## src/rtl/rkd_pkg.sv

```systemverilog
// Shared types and constants for the RSA key derivation block.
// Used by the interfaces, the remainder unit and the top level; no dependencies.
`default_nettype none
package rkd_pkg;

  localparam int PRIME_W         = 8;
  localparam int WORD_W          = 16;
  localparam int PRIME_LIMIT_DEF = 256;
  localparam int CNT_W           = $clog2(WORD_W);

  typedef enum logic [3:0] {
    S_IDLE,
    S_SETUP,
    S_CHECK,
    S_GCD,
    S_GCD_WAIT,
    S_EMOD,
    S_EMOD_WAIT,
    S_DSTEP,
    S_FINISH
  } state_t;

  typedef struct packed {
    logic              start;
    logic [WORD_W-1:0] dividend;
    logic [WORD_W-1:0] divisor;
  } mod_req_t;

  typedef struct packed {
    logic              done;
    logic [WORD_W-1:0] rem;
  } mod_rsp_t;

endpackage
`default_nettype wire

```

## src/rtl/rkd_ifs.sv

```systemverilog
// Handshake channels of the key derivation block: the prime pair in, the key word out.
// Depends on rkd_pkg for the field widths.
`default_nettype none
interface rkd_in_if;
  logic                         valid;
  logic                         ready;
  logic [rkd_pkg::PRIME_W-1:0]  prime_p;
  logic [rkd_pkg::PRIME_W-1:0]  prime_q;

  modport source (output valid, output prime_p, output prime_q, input ready);
  modport sink   (input valid, input prime_p, input prime_q, output ready);
endinterface

interface rkd_out_if;
  logic                        valid;
  logic                        ready;
  logic [rkd_pkg::WORD_W-1:0]  modulus;
  logic [rkd_pkg::WORD_W-1:0]  public_exp;
  logic [rkd_pkg::WORD_W-1:0]  private_exp;
  logic                        bad_input;

  modport source (output valid, output modulus, output public_exp, output private_exp,
                  output bad_input, input ready);
  modport sink   (input valid, input modulus, input public_exp, input private_exp,
                  input bad_input, output ready);
endinterface
`default_nettype wire

```

## src/rtl/rkd_mod_unit.sv

```systemverilog
// Iterative restoring remainder unit: one quotient bit per cycle.
// Depends on rkd_pkg for the request and response structs.
`default_nettype none
module rkd_mod_unit (
  input  wire logic              clk,
  input  wire logic              rst,
  input  wire rkd_pkg::mod_req_t req,
  output rkd_pkg::mod_rsp_t      rsp
);

  logic                          busy;
  logic                          done;
  logic [rkd_pkg::CNT_W-1:0]     cnt;
  logic [rkd_pkg::WORD_W-1:0]    rem;
  logic [rkd_pkg::WORD_W-1:0]    rem_next;
  logic [rkd_pkg::WORD_W-1:0]    shreg;
  logic [rkd_pkg::WORD_W-1:0]    divisor;
  logic [rkd_pkg::WORD_W:0]      trial;

  always_comb begin
    trial = {rem, shreg[rkd_pkg::WORD_W-1]};
    if (trial >= {1'b0, divisor}) begin
      rem_next = rkd_pkg::WORD_W'(trial - {1'b0, divisor});
    end else begin
      rem_next = trial[rkd_pkg::WORD_W-1:0];
    end
  end

  always_ff @(posedge clk) begin
    if (rst) begin
      busy <= 1'b0;
      done <= 1'b0;
      cnt  <= '0;
    end else begin
      done <= 1'b0;
      if (req.start) begin
        busy    <= 1'b1;
        cnt     <= '0;
        rem     <= '0;
        shreg   <= req.dividend;
        divisor <= req.divisor;
      end else if (busy) begin
        rem   <= rem_next;
        shreg <= {shreg[rkd_pkg::WORD_W-2:0], 1'b0};
        cnt   <= cnt + 1'b1;
        if (cnt == rkd_pkg::CNT_W'(rkd_pkg::WORD_W - 1)) begin
          busy <= 1'b0;
          done <= 1'b1;
        end
      end
    end
  end

  assign rsp.done = done;
  assign rsp.rem  = rem;

endmodule
`default_nettype wire

```

## src/rtl/rsa_key_derivation_top.sv

```systemverilog
// Top level of the textbook RSA key derivation block: sequencer, datapath, output register.
// Depends on rkd_pkg, the rkd_in_if / rkd_out_if channels and rkd_mod_unit.
//
//   channel  | direction | word
//   ---------+-----------+-------------------------------------------------
//   primes   | in        | prime_p, prime_q
//   keys     | out       | modulus, public_exp, private_exp, bad_input
//
// A rejected pair or one with phi below two skips the searches; otherwise the word waits on
// each remainder call of the gcd search for e and on the candidates d, up to phi + 1.
// The shared remainder unit and the linear search for d set how long a word takes.
// Reset is synchronous and returns the sequencer to idle with no result pending.
// A finished result waits in the output register while the next pair is taken.
`default_nettype none
module rsa_key_derivation_top #(
  parameter int PRIME_LIMIT = rkd_pkg::PRIME_LIMIT_DEF
) (
  input  wire logic  clk,
  input  wire logic  rst,
  rkd_in_if.sink     primes,
  rkd_out_if.source  keys
);

  localparam int W = rkd_pkg::WORD_W;
  localparam int P = rkd_pkg::PRIME_W;

  rkd_pkg::state_t   state;
  rkd_pkg::state_t   state_next;
  rkd_pkg::mod_req_t mreq;
  rkd_pkg::mod_rsp_t mrsp;

  logic [P-1:0] p;
  logic [P-1:0] q;
  logic [W-1:0] n;
  logic [W-1:0] phi;
  logic         bad;
  logic [W-1:0] e;
  logic [W-1:0] x;
  logic [W-1:0] y;
  logic [W-1:0] em;
  logic [W-1:0] d;
  logic [W-1:0] r;
  logic [W:0]   rsum;
  logic [W-1:0] r_next;
  logic         out_free;

  rkd_mod_unit u_mod (
    .clk (clk),
    .rst (rst),
    .req (mreq),
    .rsp (mrsp)
  );

  always_comb begin
    rsum = {1'b0, r} + {1'b0, em};
    if (rsum >= {1'b0, phi}) begin
      r_next = W'(rsum - {1'b0, phi});
    end else begin
      r_next = rsum[W-1:0];
    end
  end

  assign out_free = !keys.valid || keys.ready;

  always_comb begin
    state_next = state;
    case (state)
      rkd_pkg::S_IDLE: begin
        if (primes.valid) state_next = rkd_pkg::S_SETUP;
      end
      rkd_pkg::S_SETUP: state_next = rkd_pkg::S_CHECK;
      rkd_pkg::S_CHECK: begin
        if (bad || phi < W'(2)) begin
          state_next = rkd_pkg::S_FINISH;
        end else begin
          state_next = rkd_pkg::S_GCD;
        end
      end
      rkd_pkg::S_GCD: begin
        if (y != '0) begin
          state_next = rkd_pkg::S_GCD_WAIT;
        end else if (x == W'(1)) begin
          state_next = rkd_pkg::S_EMOD;
        end
      end
      rkd_pkg::S_GCD_WAIT: begin
        if (mrsp.done) state_next = rkd_pkg::S_GCD;
      end
      rkd_pkg::S_EMOD: state_next = rkd_pkg::S_EMOD_WAIT;
      rkd_pkg::S_EMOD_WAIT: begin
        if (mrsp.done) state_next = rkd_pkg::S_DSTEP;
      end
      rkd_pkg::S_DSTEP: begin
        if (r_next == W'(1)) state_next = rkd_pkg::S_FINISH;
      end
      rkd_pkg::S_FINISH: begin
        if (out_free) state_next = rkd_pkg::S_IDLE;
      end
      default: state_next = rkd_pkg::S_IDLE;
    endcase
  end

  always_comb begin
    primes.ready  = 1'b0;
    mreq.start    = 1'b0;
    mreq.dividend = x;
    mreq.divisor  = y;
    case (state)
      rkd_pkg::S_IDLE: primes.ready = !rst;
      rkd_pkg::S_GCD: mreq.start = (y != '0);
      rkd_pkg::S_EMOD: begin
        mreq.start    = 1'b1;
        mreq.dividend = e;
        mreq.divisor  = phi;
      end
      default: begin
        primes.ready = 1'b0;
      end
    endcase
  end

  always_ff @(posedge clk) begin
    if (rst) begin
      state      <= rkd_pkg::S_IDLE;
      keys.valid <= 1'b0;
    end else begin
      state <= state_next;
      if (state == rkd_pkg::S_FINISH && out_free) begin
        keys.valid <= 1'b1;
      end else if (keys.valid && keys.ready) begin
        keys.valid <= 1'b0;
      end
      case (state)
        rkd_pkg::S_IDLE: begin
          p <= primes.prime_p;
          q <= primes.prime_q;
        end
        rkd_pkg::S_SETUP: begin
          n   <= {{(W-P){1'b0}}, p} * {{(W-P){1'b0}}, q};
          phi <= ({{(W-P){1'b0}}, p} - W'(1)) * ({{(W-P){1'b0}}, q} - W'(1));
          bad <= (p == '0) || (q == '0) ||
                 ({1'b0, p} >= (P+1)'(PRIME_LIMIT)) ||
                 ({1'b0, q} >= (P+1)'(PRIME_LIMIT));
        end
        rkd_pkg::S_CHECK: begin
          if (bad || phi < W'(2)) begin
            bad <= 1'b1;
            e   <= '0;
            d   <= '0;
          end else begin
            e <= W'(2);
            x <= W'(2);
            y <= phi;
          end
        end
        rkd_pkg::S_GCD: begin
          if (y == '0 && x != W'(1)) begin
            e <= e + 1'b1;
            x <= e + 1'b1;
            y <= phi;
          end
        end
        rkd_pkg::S_GCD_WAIT: begin
          if (mrsp.done) begin
            x <= y;
            y <= mrsp.rem;
          end
        end
        rkd_pkg::S_EMOD_WAIT: begin
          if (mrsp.done) begin
            em <= mrsp.rem;
            r  <= mrsp.rem;
            d  <= W'(1);
          end
        end
        rkd_pkg::S_DSTEP: begin
          d <= d + 1'b1;
          r <= r_next;
        end
        rkd_pkg::S_FINISH: begin
          if (out_free) begin
            keys.modulus     <= n;
            keys.public_exp  <= e;
            keys.private_exp <= d;
            keys.bad_input   <= bad;
          end
        end
        default: begin
          bad <= bad;
        end
      endcase
    end
  end

endmodule
`default_nettype wire

```

## src/flat_wrapper.sv

```systemverilog
// flat-port wrapper written by rule: the top's interface ports become plain ports
module rsa_key_derivation_top_flat 
#(
  parameter int PRIME_LIMIT = rkd_pkg::PRIME_LIMIT_DEF
)
  (clk, rst, primes_valid, primes_prime_p, primes_prime_q, primes_ready, keys_valid, keys_modulus, keys_public_exp, keys_private_exp, keys_bad_input, keys_ready);
  rkd_in_if primes_i ();
  rkd_out_if keys_i ();
  input  wire logic clk;
  input  wire logic rst;
  input wire logic [$bits(primes_i.valid)-1:0] primes_valid;
  input wire logic [$bits(primes_i.prime_p)-1:0] primes_prime_p;
  input wire logic [$bits(primes_i.prime_q)-1:0] primes_prime_q;
  output wire logic [$bits(primes_i.ready)-1:0] primes_ready;
  output wire logic [$bits(keys_i.valid)-1:0] keys_valid;
  output wire logic [$bits(keys_i.modulus)-1:0] keys_modulus;
  output wire logic [$bits(keys_i.public_exp)-1:0] keys_public_exp;
  output wire logic [$bits(keys_i.private_exp)-1:0] keys_private_exp;
  output wire logic [$bits(keys_i.bad_input)-1:0] keys_bad_input;
  input wire logic [$bits(keys_i.ready)-1:0] keys_ready;
  assign primes_i.valid = primes_valid;
  assign primes_i.prime_p = primes_prime_p;
  assign primes_i.prime_q = primes_prime_q;
  assign primes_ready = primes_i.ready;
  assign keys_valid = keys_i.valid;
  assign keys_modulus = keys_i.modulus;
  assign keys_public_exp = keys_i.public_exp;
  assign keys_private_exp = keys_i.private_exp;
  assign keys_bad_input = keys_i.bad_input;
  assign keys_i.ready = keys_ready;
  rsa_key_derivation_top #(.PRIME_LIMIT(PRIME_LIMIT)) u_core (.clk(clk), .rst(rst), .primes(primes_i), .keys(keys_i));
endmodule
```

## config.mk

```make
export PLATFORM = sky130hd
export DESIGN_NAME = rsa_key_derivation_top_flat
export DESIGN_NICKNAME = d
export VERILOG_FILES = /design/src/rtl/rkd_pkg.sv /design/src/rtl/rkd_ifs.sv /design/src/rtl/rkd_mod_unit.sv /design/src/rtl/rsa_key_derivation_top.sv /design/src/flat_wrapper.sv
export SDC_FILE = /design/constraint.sdc
export NUM_CORES = 1
export LEC_CHECK = 0
export BUFFER_PORTS_ARGS = -buffer_cell sky130_fd_sc_hd__buf_2
export CELL_PAD_IN_SITES_DETAIL_PLACEMENT = 1
export CELL_PAD_IN_SITES_GLOBAL_PLACEMENT = 1
export CORE_MARGIN = 2
export CORE_UTILIZATION = 51
export DETAILED_ROUTE_END_ITERATION = 8
export MAX_ROUTING_LAYER = met4
export PLACE_DENSITY_LB_ADDON = 0.1
export SETUP_SLACK_MARGIN = 0.05
export SYNTH_ARGS = -nofsm -noshare
export SYNTH_HDL_FRONTEND = slang
export SYNTH_SLANG_ARGS = --single-unit
```

## constraint.sdc

```tcl
create_clock -name clk -period 8.1 [get_ports clk]
set_input_delay 0.405 -clock clk [delete_from_list [all_inputs] [get_ports clk]]
set_output_delay 0.405 -clock clk [all_outputs]
set_load 0.005 [all_outputs]
```

==> out/summary.txt <==
run status: completed
number of synthesized flops with an enable pin: 242
crit end category: flop
number of nets still failing antenna checks after routing: 0
# diodes: 0
global router's overall resource usage: 26.0%
slew margin rel.: 31.7%
Hold Path End: u_core.p[0]
worst-path fanout max: 10
Final Wtd Congestion: 0.876
worst skew pair latency: 570 ps
kind of critical path: reg2reg
Longest Clk Path Bufs: 3
post-detail-place hpwl: 35800 um
M1 WL: 19600 um
met3 routed WL: 1520 um
number of nets produced by synthesis: 2033
final setup violating endpoints: 0
global-route wire length before repair: 76200 um
clock-pin slew of the registers on the worst-case setup and hold paths: 60 ps
Static Leakage: 8.75 nW
Fillers: 3909
first-pass iteration count of the detailed router: 5
worst path required time: 8410 ps
worst reg-to-reg path cell count: 21
pins over their slew limit: 0
type of origin of the critical path: flop
TritonCTS clock tree: built
# DRC: 0
WP data arrival: 7250 ps
shortest period the worst path allows: 6940 ps
power density relative to cell area: 471 nW/um^2
largest net degree at the start of global routing: 51
clock buffer count from CTS: 29
Post-Route WL: 46600 um
Die Span Y: 194 um
number of port buffers: 70
number of clock sinks: 253
Yosys top cell by area: edfxtp_1
final worst-path cycle share: 85.7%
top cells by area, synth: edfxtp_1 39%, fa_1 13%, ha_1 9.4%, inv_1 4.9%, nor2_1 3.5%
commonest register cell after synthesis: edfxtp_1
Netlist Area Pre-Place: 18400 um^2
DIE AREA: 37700 um^2
maximum operating frequency: 144 MHz
sequential group share of total power: 24.2%
per-instance average area after synthesis: 10.5 um^2
proportion of layout cells with a drive suffix above 1: 10.9%
total grt overflow: 0
IR Drop Worst-Case VDD: 0.000342 V
buffer cell driving the clock tree root: clkbuf_16
via-per-instance ratio: 5.64
cell with the most instances after synthesis: inv_1
total of warnings raised by yosys: 0
part of the Yosys area used for sequential elements: 40.6%
part of the total power dissipated in the clock network: 13.5%
final total negative setup slack: 0 ps
slew at the pin closest to its max-slew limit: 1020 ps
via count: 13.1k
per-cell routed wire length: 20.1 um
count of distinct cell types in the synthesized netlist: 81
highest signal layer in the routed design: met4
total length of routed met2 wires: 24000 um
final design utilization: 57.2%
min-delay worst type: in2reg
post-layout net count: 2110
number of hold violations in the final report: 0
vias in the first global route: 14.2k
synth cell count leaders: 243 x inv_1, 242 x edfxtp_1, 173 x nor2_1
post-synth top area share: 39.4%
Overall Power: 0.00959 W
hold wc startpoint: primes_prime_p[0]
Post-synth ARST share: 0%
cell count of the worst hold path: 1
Area Growth Syn to Fin: 10.3%
maximum level of the CTS H-tree: 1
top-level port count: 71
Initial Utilization: 51.9%
number of storage elements in the synthesis netlist: 253
switching power: 0.00418 W
internal power summed over all cells: 0.00541 W
Die X-Extent: 194 um
number of core rows: 69
part of the power in combinational logic: 62.3%
RSZ-0062 raised after global routing: no
reported max-cap violation count: 0
initial antenna violation count: 0
final setup skew: 10.5 ps
setup slack of the worst register-to-register path: 1160 ps
standard cell core area: 35600 um^2
Gate Count Post-Synth: 1759
Switching Share: 43.6%
worst reg2reg path startpoint: u_core.p[4]
number of cells upsized or downsized after cts: 0
number of DRC markers after the initial detailed-route iteration: 648
worst reg2reg path endpoint: u_core.phi[15]
critical path, cell delays in order, from the launching register on:
cell	delay, ps
edfxtp_1	550
or3_1	460
or2_2	320
or4_1	500
nor2_1	270
inv_1	100
fa_1	630
fa_1	590
inv_1	60
fa_1	500
inv_1	50
fa_1	470
inv_1	50
fa_1	530
inv_1	50
fa_1	530
inv_1	40
ha_1	320
o21ai_0	180
nor2_1	80
o41ai_1	310
xnor2_1	110
power groups by stage:
stage                     Clock, W  Sequential, W  Combinational [W]
after detailed placement         0        0.00234            0.00601
after global placement           0        0.00233            0.00566
after floorplan                  0        0.00216            0.00475
after global routing       0.00136        0.00234            0.00692
after CTS                  0.00132        0.00232            0.00610
final                      0.00130        0.00232            0.00598
stage by stage:
step | hold slack, ps | area, um^2 | setup WS, ps | instances
after floorplan | 400 | 18400 | 1590 | 1759
after global placement | 405 | 19300 | 1310 | 2254
after detailed placement | 405 | 19300 | 1160 | 2254
after CTS | 0.171 | 20400 | 1140 | 2320
after global routing | 9.38 | 20400 | 681 | 2320
final | 19.3 | 20400 | 1160 | 2320
layer usage:
layer	up-vias	track usage, %
li1	6153	-
met1	6632	31.5
met2	218	45.9
met3	79	2.75
met4	0	7.52
met5	-	-
cell usage in the layout (no fill, tap or decap), types with 11 or more instances in the layout:
cell	count
buf_2	70
nand3_1	22
fa_1	116
mux2_2	17
inv_1	243
and2_1	30
xnor2_1	71
nor2b_1	13
a21o_1	30
mux2i_1	38
dfxtp_1	11
nor3_1	30
dlygate4sd3_1	12
xor2_1	37
a21oi_1	63
and3_1	13
edfxtp_1	242
or2_2	20
nor4_1	16
o21ai_0	89
nand2b_1	18
clkbuf_16	29
ha_1	138
nand2_1	135
buf_4	18
nor2_1	171
or3_1	18
worst max path at each step:
stage                           start             end  cells past startpoint
after floorplan           u_core.p[4]  u_core.phi[15]                     22
after global placement    u_core.p[4]  u_core.phi[15]                     20
after detailed placement  u_core.p[4]  u_core.phi[15]                     20
after CTS                 u_core.p[4]  u_core.phi[15]                     20
after global routing      u_core.p[0]  u_core.phi[15]                     23
final                     u_core.p[4]  u_core.phi[15]                     21
cell type report:
cell class,instances,area (um^2),area share [%]
sequential,253,7490,36.8
tap,461,577,2.83
multi-input combinational,1209,9840,48.3
clock inverter,19,191,0.940
timing repair buffer,100,606,2.97
clock buffer,35,748,3.68
inverter,243,912,4.48
sequential cells by signal, summed over array words and instances, names as in the netlist, 4 cells and up:
name and cells:
u_core.u_mod.rem 16, u_core.e 16, u_core.x 16, u_core.phi 16, u_core.y 16, u_core.u_mod.shreg 16, u_core.keys.public_exp 16, u_core.n 16
u_core.q 8, u_core.u_mod.divisor 16, u_core.d 16, u_core.r 16, u_core.p 8, u_core.u_mod.cnt 4, u_core.em 16, u_core.keys.modulus 16
u_core.keys.private_exp 16, u_core.state 4
timing repair:
item	4_1_cts	5_1_grt
hold buffers	12	0
buffers inserted	0	0
hold endpoints to repair	12	0
cell families (layout without fill, tap and decap cells):
kind of cell    count (synthesis)  in the layout  share of synthesized area [%]
compound gates                257            257                           8.80
xor+xnor                      108            108                           5.13
fa+ha+maj                     254            254                           21.9
buf+inv                       297            397                           6.36
flops                         253            253                           40.6
mux                            56             56                           3.16
simple gates                  534            534                           14.0
(Power assumes the default switching activity.)
